==> config.mk <==
export PLATFORM = sky130hd
export DESIGN_NAME = handheld_bus_address_decoder_unit
export DESIGN_NICKNAME = d
export VERILOG_FILES = /design/src/hbad_pkg.sv /design/src/hbad_front.sv /design/src/hbad_fifo.sv /design/src/hbad_back.sv /design/src/handheld_bus_address_decoder_unit.sv
export SDC_FILE = /design/constraint.sdc
export NUM_CORES = 1
export LEC_CHECK = 0
export BUFFER_PORTS_ARGS = -buffer_cell sky130_fd_sc_hd__buf_2
export CAP_MARGIN = 20
export CORE_ASPECT_RATIO = 0.7
export CORE_MARGIN = 10
export CORE_UTILIZATION = 50
export DETAILED_ROUTE_END_ITERATION = 12
export PLACE_DENSITY = 0.7
export RECOVER_POWER = 25
export SKIP_CTS_REPAIR_TIMING = 1
export SLEW_MARGIN = 0
export SYNTH_ARGS = -nofsm -noshare
export SYNTH_HDL_FRONTEND = slang
export SYNTH_SLANG_ARGS = --single-unit
export TNS_END_PERCENT = 50
==> constraint.sdc <==
create_clock -name clk -period 7.94 [get_ports clk]
set_input_delay 0.794 -clock clk [delete_from_list [all_inputs] [get_ports clk]]
set_output_delay 0.794 -clock clk [all_outputs]
set_load 0.005 [all_outputs]
==> src/hbad_pkg.sv <==
`timescale 1ns / 1ps
// ----------------------------------------------------------------------------
// hbad_pkg
// Shared types and constants for the handheld bus address decoder.
// ----------------------------------------------------------------------------
package hbad_pkg;

	localparam int unsigned ADDR_W   = 16;
	localparam int unsigned DATA_W   = 16;
	localparam int unsigned BYTE_W   = 8;
	localparam int unsigned TADDR_W  = 23;
	localparam int unsigned LOC_W    = 15;
	localparam int unsigned EXT_W    = 17;
	localparam int unsigned CFG_IDX_W = 2;
	localparam int unsigned CFG_W    = 23;

	localparam int unsigned FUNC_WRITE_BIT = 0;
	localparam int unsigned FUNC_WORD_BIT  = 1;

	localparam logic [CFG_IDX_W-1:0] REG_ROM_BANK_OFFSET = 2'd0;
	localparam logic [CFG_IDX_W-1:0] REG_EXT_RAM_OFFSET  = 2'd1;

	localparam logic [CFG_W-1:0] ROM_OFFSET_RESET = 23'h004000;
	localparam logic [EXT_W-1:0] EXT_OFFSET_RESET = 17'h00000;

	localparam logic [ADDR_W-1:0] ADDR_ROM_BANKED = 16'h4000;
	localparam logic [ADDR_W-1:0] ADDR_VRAM       = 16'h8000;
	localparam logic [ADDR_W-1:0] ADDR_EXT_RAM    = 16'hA000;
	localparam logic [ADDR_W-1:0] ADDR_WRAM       = 16'hC000;
	localparam logic [ADDR_W-1:0] ADDR_ECHO       = 16'hE000;
	localparam logic [ADDR_W-1:0] ADDR_OAM        = 16'hFE00;
	localparam logic [ADDR_W-1:0] ADDR_UNUSABLE   = 16'hFEA0;
	localparam logic [ADDR_W-1:0] ADDR_IO         = 16'hFF00;
	localparam logic [ADDR_W-1:0] ADDR_VIDEO      = 16'hFF40;
	localparam logic [ADDR_W-1:0] ADDR_VIDEO_END  = 16'hFF4C;
	localparam logic [ADDR_W-1:0] ADDR_HRAM       = 16'hFF80;
	localparam logic [ADDR_W-1:0] ADDR_IE         = 16'hFFFF;

	localparam logic [BYTE_W-1:0] IO_JOYPAD = 8'h00;
	localparam logic [BYTE_W-1:0] IO_SB     = 8'h01;
	localparam logic [BYTE_W-1:0] IO_SC     = 8'h02;
	localparam logic [BYTE_W-1:0] IO_DIV    = 8'h04;
	localparam logic [BYTE_W-1:0] IO_TIMA   = 8'h05;
	localparam logic [BYTE_W-1:0] IO_TMA    = 8'h06;
	localparam logic [BYTE_W-1:0] IO_TAC    = 8'h07;
	localparam logic [BYTE_W-1:0] IO_IF     = 8'h0F;

	localparam logic [BYTE_W-1:0] READ_HOLE   = 8'hFF;
	localparam logic [BYTE_W-1:0] READ_UNIMPL = 8'h00;

	typedef enum logic [4:0] {
		TGT_ROM_FIXED  = 5'd0,
		TGT_ROM_BANKED = 5'd1,
		TGT_BANK_CTRL  = 5'd2,
		TGT_VRAM       = 5'd3,
		TGT_EXT_RAM    = 5'd4,
		TGT_WRAM       = 5'd5,
		TGT_OAM        = 5'd6,
		TGT_JOYPAD     = 5'd7,
		TGT_SERIAL     = 5'd8,
		TGT_IF         = 5'd9,
		TGT_DIV        = 5'd10,
		TGT_TIMA       = 5'd11,
		TGT_TMA        = 5'd12,
		TGT_TAC        = 5'd13,
		TGT_VIDEO      = 5'd14,
		TGT_HRAM       = 5'd15,
		TGT_IE         = 5'd16,
		TGT_NONE       = 5'd17
	} tgt_t;

	typedef struct packed {
		tgt_t              tgt;
		logic [LOC_W-1:0]  loc;
		logic              is_write;
		logic [BYTE_W-1:0] byte_data;
		logic [BYTE_W-1:0] read_constant;
		logic              last;
	} beat_t;

	typedef struct packed {
		logic full;
		logic empty;
	} q_status_t;

endpackage

==> src/hbad_front.sv <==
`timescale 1ns / 1ps
// ----------------------------------------------------------------------------
// hbad_front
// Accepts bus accesses, splits word accesses into two byte beats and
// classifies each beat by address region before queueing it.
// ----------------------------------------------------------------------------
module hbad_front
	import hbad_pkg::*;
(
	input  logic                clk,
	input  logic                arst_n,
	input  logic                in_valid,
	output logic                in_stall,
	input  logic [1:0]          func,
	input  logic [ADDR_W-1:0]   address,
	input  logic [DATA_W-1:0]   write_data,
	input  q_status_t           q_status,
	output logic                q_push,
	output beat_t               q_data
);

	logic              pend_q;
	logic [ADDR_W-1:0] pend_addr_q;
	logic [BYTE_W-1:0] pend_data_q;
	logic              pend_wr_q;

	logic              accept;
	logic [ADDR_W-1:0] beat_addr;
	logic [BYTE_W-1:0] beat_data;
	logic              beat_wr;
	logic              beat_last;

	function automatic beat_t classify(
		input logic [ADDR_W-1:0] addr,
		input logic              wr,
		input logic [BYTE_W-1:0] data,
		input logic              fin
	);
		beat_t b;
		b.tgt           = TGT_NONE;
		b.loc           = '0;
		b.read_constant = READ_UNIMPL;
		if (addr < ADDR_ROM_BANKED) begin
			b.tgt = wr ? TGT_BANK_CTRL : TGT_ROM_FIXED;
			b.loc = addr[LOC_W-1:0];
		end else if (addr < ADDR_VRAM) begin
			if (wr) begin
				b.tgt = TGT_BANK_CTRL;
				b.loc = addr[LOC_W-1:0];
			end else begin
				b.tgt = TGT_ROM_BANKED;
				b.loc = {1'b0, addr[13:0]};
			end
		end else if (addr < ADDR_EXT_RAM) begin
			b.tgt = TGT_VRAM;
			b.loc = {2'b00, addr[12:0]};
		end else if (addr < ADDR_WRAM) begin
			b.tgt = TGT_EXT_RAM;
			b.loc = {2'b00, addr[12:0]};
		end else if (addr < ADDR_OAM) begin
			b.tgt = TGT_WRAM;
			b.loc = {2'b00, addr[12:0]};
		end else if (addr < ADDR_UNUSABLE) begin
			b.tgt = TGT_OAM;
			b.loc = {7'd0, addr[7:0]};
		end else if (addr < ADDR_IO) begin
			b.read_constant = READ_HOLE;
		end else if (addr < ADDR_VIDEO) begin
			unique case (addr[7:0]) inside
				IO_JOYPAD: b.tgt = TGT_JOYPAD;
				IO_SB, IO_SC: begin
					b.tgt = TGT_SERIAL;
					b.loc = {14'd0, addr[1]};
				end
				IO_DIV:  b.tgt = TGT_DIV;
				IO_TIMA: b.tgt = TGT_TIMA;
				IO_TMA:  b.tgt = TGT_TMA;
				IO_TAC:  b.tgt = TGT_TAC;
				IO_IF:   b.tgt = TGT_IF;
				default: b.read_constant = READ_UNIMPL;
			endcase
		end else if (addr < ADDR_VIDEO_END) begin
			b.tgt = TGT_VIDEO;
			b.loc = {11'd0, addr[3:0]};
		end else if (addr < ADDR_HRAM) begin
			b.read_constant = READ_HOLE;
		end else if (addr < ADDR_IE) begin
			b.tgt = TGT_HRAM;
			b.loc = {8'd0, addr[6:0]};
		end else begin
			b.tgt = TGT_IE;
		end
		b.is_write  = wr && (b.tgt != TGT_NONE);
		b.byte_data = b.is_write ? data : '0;
		b.last      = fin;
		return b;
	endfunction

	assign in_stall = pend_q | q_status.full;
	assign accept   = in_valid & ~in_stall;

	always_comb begin
		if (pend_q) begin
			beat_addr = pend_addr_q;
			beat_data = pend_data_q;
			beat_wr   = pend_wr_q;
			beat_last = 1'b1;
		end else begin
			beat_addr = address;
			beat_data = write_data[BYTE_W-1:0];
			beat_wr   = func[FUNC_WRITE_BIT];
			beat_last = ~func[FUNC_WORD_BIT];
		end
	end

	assign q_push = (accept | pend_q) & ~q_status.full;
	assign q_data = classify(beat_addr, beat_wr, beat_data, beat_last);

	always_ff @(posedge clk or negedge arst_n) begin
		if (!arst_n) begin
			pend_q <= 1'b0;
		end else if (accept) begin
			pend_q <= func[FUNC_WORD_BIT];
		end else if (q_push) begin
			pend_q <= 1'b0;
		end
	end

	// hold the high byte of a word access for the following beat
	always_ff @(posedge clk) begin
		if (accept) begin
			pend_addr_q <= address + ADDR_W'(1);
			pend_data_q <= write_data[DATA_W-1:BYTE_W];
			pend_wr_q   <= func[FUNC_WRITE_BIT];
		end
	end

endmodule

==> src/hbad_fifo.sv <==
`timescale 1ns / 1ps
// ----------------------------------------------------------------------------
// hbad_fifo
// Short beat queue between the classifying front and the address back end.
// ----------------------------------------------------------------------------
module hbad_fifo
	import hbad_pkg::*;
#(
	parameter int unsigned DEPTH = 4
)(
	input  logic      clk,
	input  logic      arst_n,
	input  logic      push,
	input  beat_t     push_data,
	input  logic      pop,
	output beat_t     pop_data,
	output q_status_t status
);

	localparam int unsigned PW = (DEPTH > 1) ? $clog2(DEPTH) : 1;
	localparam int unsigned CW = $clog2(DEPTH + 1);

	beat_t         mem_q [DEPTH];
	logic [PW-1:0] wr_ptr_q;
	logic [PW-1:0] rd_ptr_q;
	logic [CW-1:0] count_q;

	assign status.full  = (count_q == CW'(DEPTH));
	assign status.empty = (count_q == '0);
	assign pop_data     = mem_q[rd_ptr_q];

	always_ff @(posedge clk or negedge arst_n) begin
		if (!arst_n) begin
			wr_ptr_q <= '0;
			rd_ptr_q <= '0;
			count_q  <= '0;
		end else begin
			if (push) begin
				wr_ptr_q <= (wr_ptr_q == PW'(DEPTH - 1)) ? '0 : wr_ptr_q + PW'(1);
			end
			if (pop) begin
				rd_ptr_q <= (rd_ptr_q == PW'(DEPTH - 1)) ? '0 : rd_ptr_q + PW'(1);
			end
			case ({push, pop})
				2'b10:   count_q <= count_q + CW'(1);
				2'b01:   count_q <= count_q - CW'(1);
				default: count_q <= count_q;
			endcase
		end
	end

	always_ff @(posedge clk) begin
		if (push) begin
			mem_q[wr_ptr_q] <= push_data;
		end
	end

endmodule

==> src/hbad_back.sv <==
`timescale 1ns / 1ps
// ----------------------------------------------------------------------------
// hbad_back
// Holds the bank offset registers, applies them to queued beats and drives
// the registered result channel.
// ----------------------------------------------------------------------------
module hbad_back
	import hbad_pkg::*;
#(
	parameter int unsigned ROM_ADDR_BITS = 23
)(
	input  logic                 clk,
	input  logic                 arst_n,
	input  logic                 cfg_we,
	input  logic [CFG_IDX_W-1:0] cfg_index,
	input  logic [CFG_W-1:0]     cfg_data,
	input  q_status_t            q_status,
	input  beat_t                q_data,
	output logic                 q_pop,
	output logic                 out_valid,
	input  logic                 out_stall,
	output logic [4:0]           target,
	output logic [TADDR_W-1:0]   target_address,
	output logic                 is_write,
	output logic [BYTE_W-1:0]    byte_data,
	output logic [BYTE_W-1:0]    read_constant,
	output logic                 last
);

	logic [ROM_ADDR_BITS-1:0] rom_offset_q;
	logic [EXT_W-1:0]         ext_offset_q;

	logic                     out_valid_q;
	tgt_t                     tgt_q;
	logic [TADDR_W-1:0]       taddr_q;
	logic                     is_write_q;
	logic [BYTE_W-1:0]        byte_data_q;
	logic [BYTE_W-1:0]        read_const_q;
	logic                     last_q;

	logic                     load;
	logic [TADDR_W-1:0]       taddr;
	logic [ROM_ADDR_BITS-1:0] rom_addr;
	logic [EXT_W-1:0]         ext_addr;

	assign load  = ~out_valid_q | ~out_stall;
	assign q_pop = load & ~q_status.empty;

	assign rom_addr = rom_offset_q | ROM_ADDR_BITS'(q_data.loc);
	assign ext_addr = ext_offset_q + EXT_W'(q_data.loc);

	always_comb begin
		unique case (q_data.tgt)
			TGT_ROM_BANKED: taddr = TADDR_W'(rom_addr);
			TGT_EXT_RAM:    taddr = TADDR_W'(ext_addr);
			default:        taddr = TADDR_W'(q_data.loc);
		endcase
	end

	always_ff @(posedge clk or negedge arst_n) begin
		if (!arst_n) begin
			rom_offset_q <= ROM_ADDR_BITS'(ROM_OFFSET_RESET);
			ext_offset_q <= EXT_OFFSET_RESET;
		end else if (cfg_we) begin
			unique case (cfg_index)
				REG_ROM_BANK_OFFSET: rom_offset_q <= cfg_data[ROM_ADDR_BITS-1:0];
				REG_EXT_RAM_OFFSET:  ext_offset_q <= cfg_data[EXT_W-1:0];
				default: ;
			endcase
		end
	end

	always_ff @(posedge clk or negedge arst_n) begin
		if (!arst_n) begin
			out_valid_q <= 1'b0;
		end else if (load) begin
			out_valid_q <= ~q_status.empty;
		end
	end

	always_ff @(posedge clk) begin
		if (q_pop) begin
			tgt_q        <= q_data.tgt;
			taddr_q      <= taddr;
			is_write_q   <= q_data.is_write;
			byte_data_q  <= q_data.byte_data;
			read_const_q <= q_data.read_constant;
			last_q       <= q_data.last;
		end
	end

	assign out_valid      = out_valid_q;
	assign target         = tgt_q;
	assign target_address = taddr_q;
	assign is_write       = is_write_q;
	assign byte_data      = byte_data_q;
	assign read_constant  = read_const_q;
	assign last           = last_q;

endmodule

==> src/handheld_bus_address_decoder_unit.sv <==
`timescale 1ns / 1ps
// ----------------------------------------------------------------------------
// handheld_bus_address_decoder_unit
// Decodes CPU bus accesses into per-target byte beats with bank offsets.
// ----------------------------------------------------------------------------
// One byte beat leaves per clock while neither side stalls. A byte access
// makes one beat, a word access two: the front splits it into a low-byte
// beat at address and a high-byte beat at address+1 (wrapping at 0xFFFF),
// and emits one beat per cycle while the queue is not full. Each beat is
// written into the beat queue, the low byte as the access is taken, and then
// loaded into the result register, where it is valid; the high byte waits in
// the front's pending registers. The beat queue (QUEUE_DEPTH entries) and the
// result register let each side stall on its own; cfg writes are always ready.
// ----------------------------------------------------------------------------
module handheld_bus_address_decoder_unit
	import hbad_pkg::*;
#(
	parameter int unsigned ROM_ADDR_BITS = 23,
	parameter int unsigned QUEUE_DEPTH   = 4
)(
	input  logic                 clk,
	input  logic                 arst_n,
	input  logic                 in_valid,
	output logic                 in_stall,
	input  logic [1:0]           func,
	input  logic [ADDR_W-1:0]    address,
	input  logic [DATA_W-1:0]    write_data,
	output logic                 out_valid,
	input  logic                 out_stall,
	output logic [4:0]           target,
	output logic [TADDR_W-1:0]   target_address,
	output logic                 is_write,
	output logic [BYTE_W-1:0]    byte_data,
	output logic [BYTE_W-1:0]    read_constant,
	output logic                 last,
	input  logic                 cfg_valid,
	output logic                 cfg_ready,
	input  logic [CFG_IDX_W-1:0] cfg_index,
	input  logic [CFG_W-1:0]     cfg_data
);

	q_status_t q_status;
	logic      q_push;
	logic      q_pop;
	beat_t     q_wdata;
	beat_t     q_rdata;

	assign cfg_ready = 1'b1;

	hbad_front u_front (
		.clk        (clk),
		.arst_n     (arst_n),
		.in_valid   (in_valid),
		.in_stall   (in_stall),
		.func       (func),
		.address    (address),
		.write_data (write_data),
		.q_status   (q_status),
		.q_push     (q_push),
		.q_data     (q_wdata)
	);

	hbad_fifo #(
		.DEPTH (QUEUE_DEPTH)
	) u_fifo (
		.clk       (clk),
		.arst_n    (arst_n),
		.push      (q_push),
		.push_data (q_wdata),
		.pop       (q_pop),
		.pop_data  (q_rdata),
		.status    (q_status)
	);

	hbad_back #(
		.ROM_ADDR_BITS (ROM_ADDR_BITS)
	) u_back (
		.clk            (clk),
		.arst_n         (arst_n),
		.cfg_we         (cfg_valid & cfg_ready),
		.cfg_index      (cfg_index),
		.cfg_data       (cfg_data),
		.q_status       (q_status),
		.q_data         (q_rdata),
		.q_pop          (q_pop),
		.out_valid      (out_valid),
		.out_stall      (out_stall),
		.target         (target),
		.target_address (target_address),
		.is_write       (is_write),
		.byte_data      (byte_data),
		.read_constant  (read_constant),
		.last           (last)
	);

endmodule

==> impl_metrics.py <==
metrics = {
    "global_routing": {
        "antenna_found_initial": 0,
        "grt_use_total_pct": 15.6,
        "grt_pass1_vias": 6455,
        "grt-ovfl-total": 0,
        "grt_pass1_wl_um": 35100,
        "grt_start_max_net_pins": 52,
    },
    "placement": {
        "place.gp.congestion": 0.902,
        "dp_hpwl_um": 15300,
        "numPortBuffers": 111,
    },
    "die": {
        "start_util_pct": 50.9,
        "die_x_um": 193,
        "core_um2": 20700,
        "fp-row-count": 44,
        "pin_count": 113,
        "die_area_um2": 27400,
        "dieHeight_um": 141,
    },
    "layout": {
        "nets": 899,
        "post-route-util_pct": 58.4,
        "final_cell_mix": "edfxtp_1, buf_2, nor2_1",
        "fill_cells": 1623,
        "area.growth.synth_to_final_pct": 14.7,
        "drive_gt1_share_pct": 28.6,
        "mostFrequentLayoutCell": "edfxtp_1",
        "diodes": 0,
    },
    "power": {
        "p_switching_uw": 1450,
        "p_int_uw": 3090,
        "pwr-share-clk_pct": 22.5,
        "vdd_drop_max_mv": 0.192,
        "combPwrFrac_pct": 33.6,
        "switching_share_pct": 31.9,
        "power.density_nw_per_um2": 376,
        "p_leak_uw": 0.00456,
        "power_frac_seq_pct": 43.8,
    },
    "synthesis": {
        "syn_area_um2": 10500,
        "ys_ff_latch": 237,
        "ys_seq_area_share_pct": 65.2,
        "ys.flop_type": "edfxtp_1",
        "yosys_warnings": 0,
        "synth_nets": 784,
        "yosys.cell_types.count": 62,
        "syn_avg_cell_area_um2": 15.1,
        "async_reset_ff_share_pct": 20.7,
        "syn_inst": 696,
        "synth_edf_count": 188,
    },
    "setup_path": {
        "crit_type": "reg -> reg",
        "worstPathMaxFanout": 29,
        "slowest_delay_ns": 0.60,
        "cp_num_buf_inv": 1,
        "cp.depth": 11,
        "start_kind": "flip-flop",
        "critPathSlowestCell": "mux4_2",
        "crit_required_ns": 8.19,
        "worstPathCellList": "buf_4, mux4_2, ha_1, fa_1, a21oi_1, o211ai_1, o221ai_1, a2111oi_0, o31ai_1, xor2_1, o21ai_0",
        "crit_family": "compound AO/OA/AOI/OAI gates",
        "worstPathArrival_ns": 4.29,
        "rr_worst_depth": 11,
        "endpoint_kind": "flip-flop",
    },
    "routing": {
        "avgViaCountPerCell": 5.64,
        "ant_nets": 0,
        "totalWireLength_um": 21900,
        "routedWlPerCell_um": 19.9,
        "drt_iter0_markers": 550,
        "drc": 0,
        "vias": 6213,
        "dr.pass1.iters": 5,
    },
    "clock_tree": {
        "cts_tree": "yes",
        "root_buffer": "clkbuf_16",
        "cts_buffer_depth": 3,
        "h-tree-depth": 1,
        "cts.sinks": 237,
        "insertion_delay_ns": 0.50,
        "clk_pin_slew_ns": 0.06,
        "cts_buffers": 22,
    },
    "run_status": {
        "status": "finished, violations left",
        "violations": "max-capacitance violations, max-slew violations",
    },
    "sta": {
        "hold_viol_final": 0,
        "setup_violations": 0,
        "post-route-period-util_pct": 50.8,
        "timing.final.crit_period_ns": 4.03,
        "rsz0062_at_grt": "no",
        "tns_ns": 0,
        "fin_worst_skew_ns": 0.00970,
        "worst_pin_slew_ns": 2.73,
        "slew_headroom_pct": -81.9,
        "maxSlewViolCount": 93,
        "fmax_mhz": 248,
    },
    "hold_path": {
        "timing.hold.worst_path_depth": 1,
        "min_path_type": "in -> reg",
    },
    "flow_run": {
        "maxCapViolCount": 2,
    },
}
-- state kept, by name, indices dropped and copies added, names as in the netlist, 2 cells and up --
name                   flops
u_fifo.mem_q             124
u_back.rom_offset_q       23
u_back.target_address     23
u_back.ext_offset_q       17
u_front.pend_addr_q       16
u_back.byte_data           8
u_front.pend_data_q        8
u_back.target              5
u_fifo.count_q             3
u_fifo.rd_ptr_q            2
u_fifo.wr_ptr_q            2
-- per-stage QoR --
| step | total power, µW | worst slack [ns] | hold slack, ns | cells | cell area [µm²] |
|---|---|---|---|---|---|
| 2_1_floorplan | 3060 | 3.78 | 0.457 | 696 | 10500 |
| 3_3_place_gp | 3460 | 4.00 | 0.474 | 1062 | 11400 |
| 5_1_grt | 4820 | 3.56 | 0.448 | 1102 | 12100 |
| 4_1_cts | 4580 | 3.89 | 0.415 | 1101 | 12100 |
| 6_report | 4540 | 3.91 | 0.467 | 1102 | 12100 |
| 3_5_place_dp | 3540 | 3.89 | 0.487 | 1062 | 11400 |
-- path summary, 6_finish.rpt --
kind | from | endpoint | slack (ns)
min reg2reg | u_back.rom_offset_q[20]$_DFFE_PN0P_ | u_back.rom_offset_q[20]$_DFFE_PN0P_ | 0.50
min | write_data[13] | u_front.pend_data_q[5]$_DFFE_PP_ | 0.47
max in group asynchronous | arst_n | u_front.pend_q$_DFFE_PN0P_ | 4.94
max | u_fifo.rd_ptr_q[0]$_DFFE_PN0P_ | u_back.target_address[16]$_DFFE_PP_ | 3.91
min in group asynchronous | arst_n | u_back.ext_offset_q[4]$_DFFE_PN0P_ | 1.26
max reg2reg | u_fifo.rd_ptr_q[0]$_DFFE_PN0P_ | u_back.target_address[16]$_DFFE_PP_ | 3.91
-- cells in the mapped netlist, types with 8 or more instances --
library cell	n	area share, %
mux2i_1	20	1.9
xnor2_1	13	1.1
dfrtp_1	48	11
o21ai_0	21	1.0
nand2_1	27	0.96
and3_1	10	0.59
inv_1	15	0.53
and2_1	11	0.65
mux2_2	43	4.6
clkbuf_1	13	0.46
nor3_1	8	0.38
ha_1	22	2.6
mux4_2	31	6.6
nor2_1	54	1.9
nand3_1	13	0.62
a22oi_1	9	0.64
xor2_1	17	1.4
edfxtp_1	188	54
a21oi_1	30	1.4
buf_4	10	0.71
-- layout make-up --
class	count	area [µm²]	share of cell area [%]
timing repair buffer	123	651	5.38
clock buffer	24	579	4.79
sequential	237	6880	56.9
inverter	15	56.3	0.466
tap	276	345	2.86
clock inverter	15	125	1.04
multi-input combinational	412	3460	28.6
-- power by group through the flow --
| stage | combinational (µW) | clock [µW] | sequential, µW |
|---|---|---|---|
| after floorplan | 1110 | 0 | 1950 |
| after global placement | 1470 | 0 | 1990 |
| after detailed placement | 1530 | 0 | 2010 |
| after CTS | 1540 | 1050 | 1990 |
| after global routing | 1690 | 1100 | 2030 |
| final | 1530 | 1020 | 1990 |
-- cells by family (layout without fill, tap and decap cells) --
family | Yosys count | after routing | share of synthesized area, %
flip-flops | 237 | 237 | 65.2
AND/OR/NAND/NOR | 157 | 157 | 7.40
AO/OA/AOI/OAI | 106 | 106 | 6.58
multiplexers | 94 | 94 | 13.1
buffers and inverters | 47 | 177 | 2.14
XOR/XNOR | 30 | 30 | 2.49
adder cells (fa/ha/maj) | 24 | 24 | 2.99
other | 1 | 1 | 0.0356
-- routing by layer --
metal | global-route usage [%] | part of all wire (%) | up-vias
li1 | - | - | 2896
met4 | 3.42 | 1.7 | 0
met3 | 3.37 | 5.7 | 33
met2 | 23.8 | 44 | 186
met5 | 0 | 0 | -
met1 | 22.5 | 48 | 3098
Power figures use the tool's default switching activity.
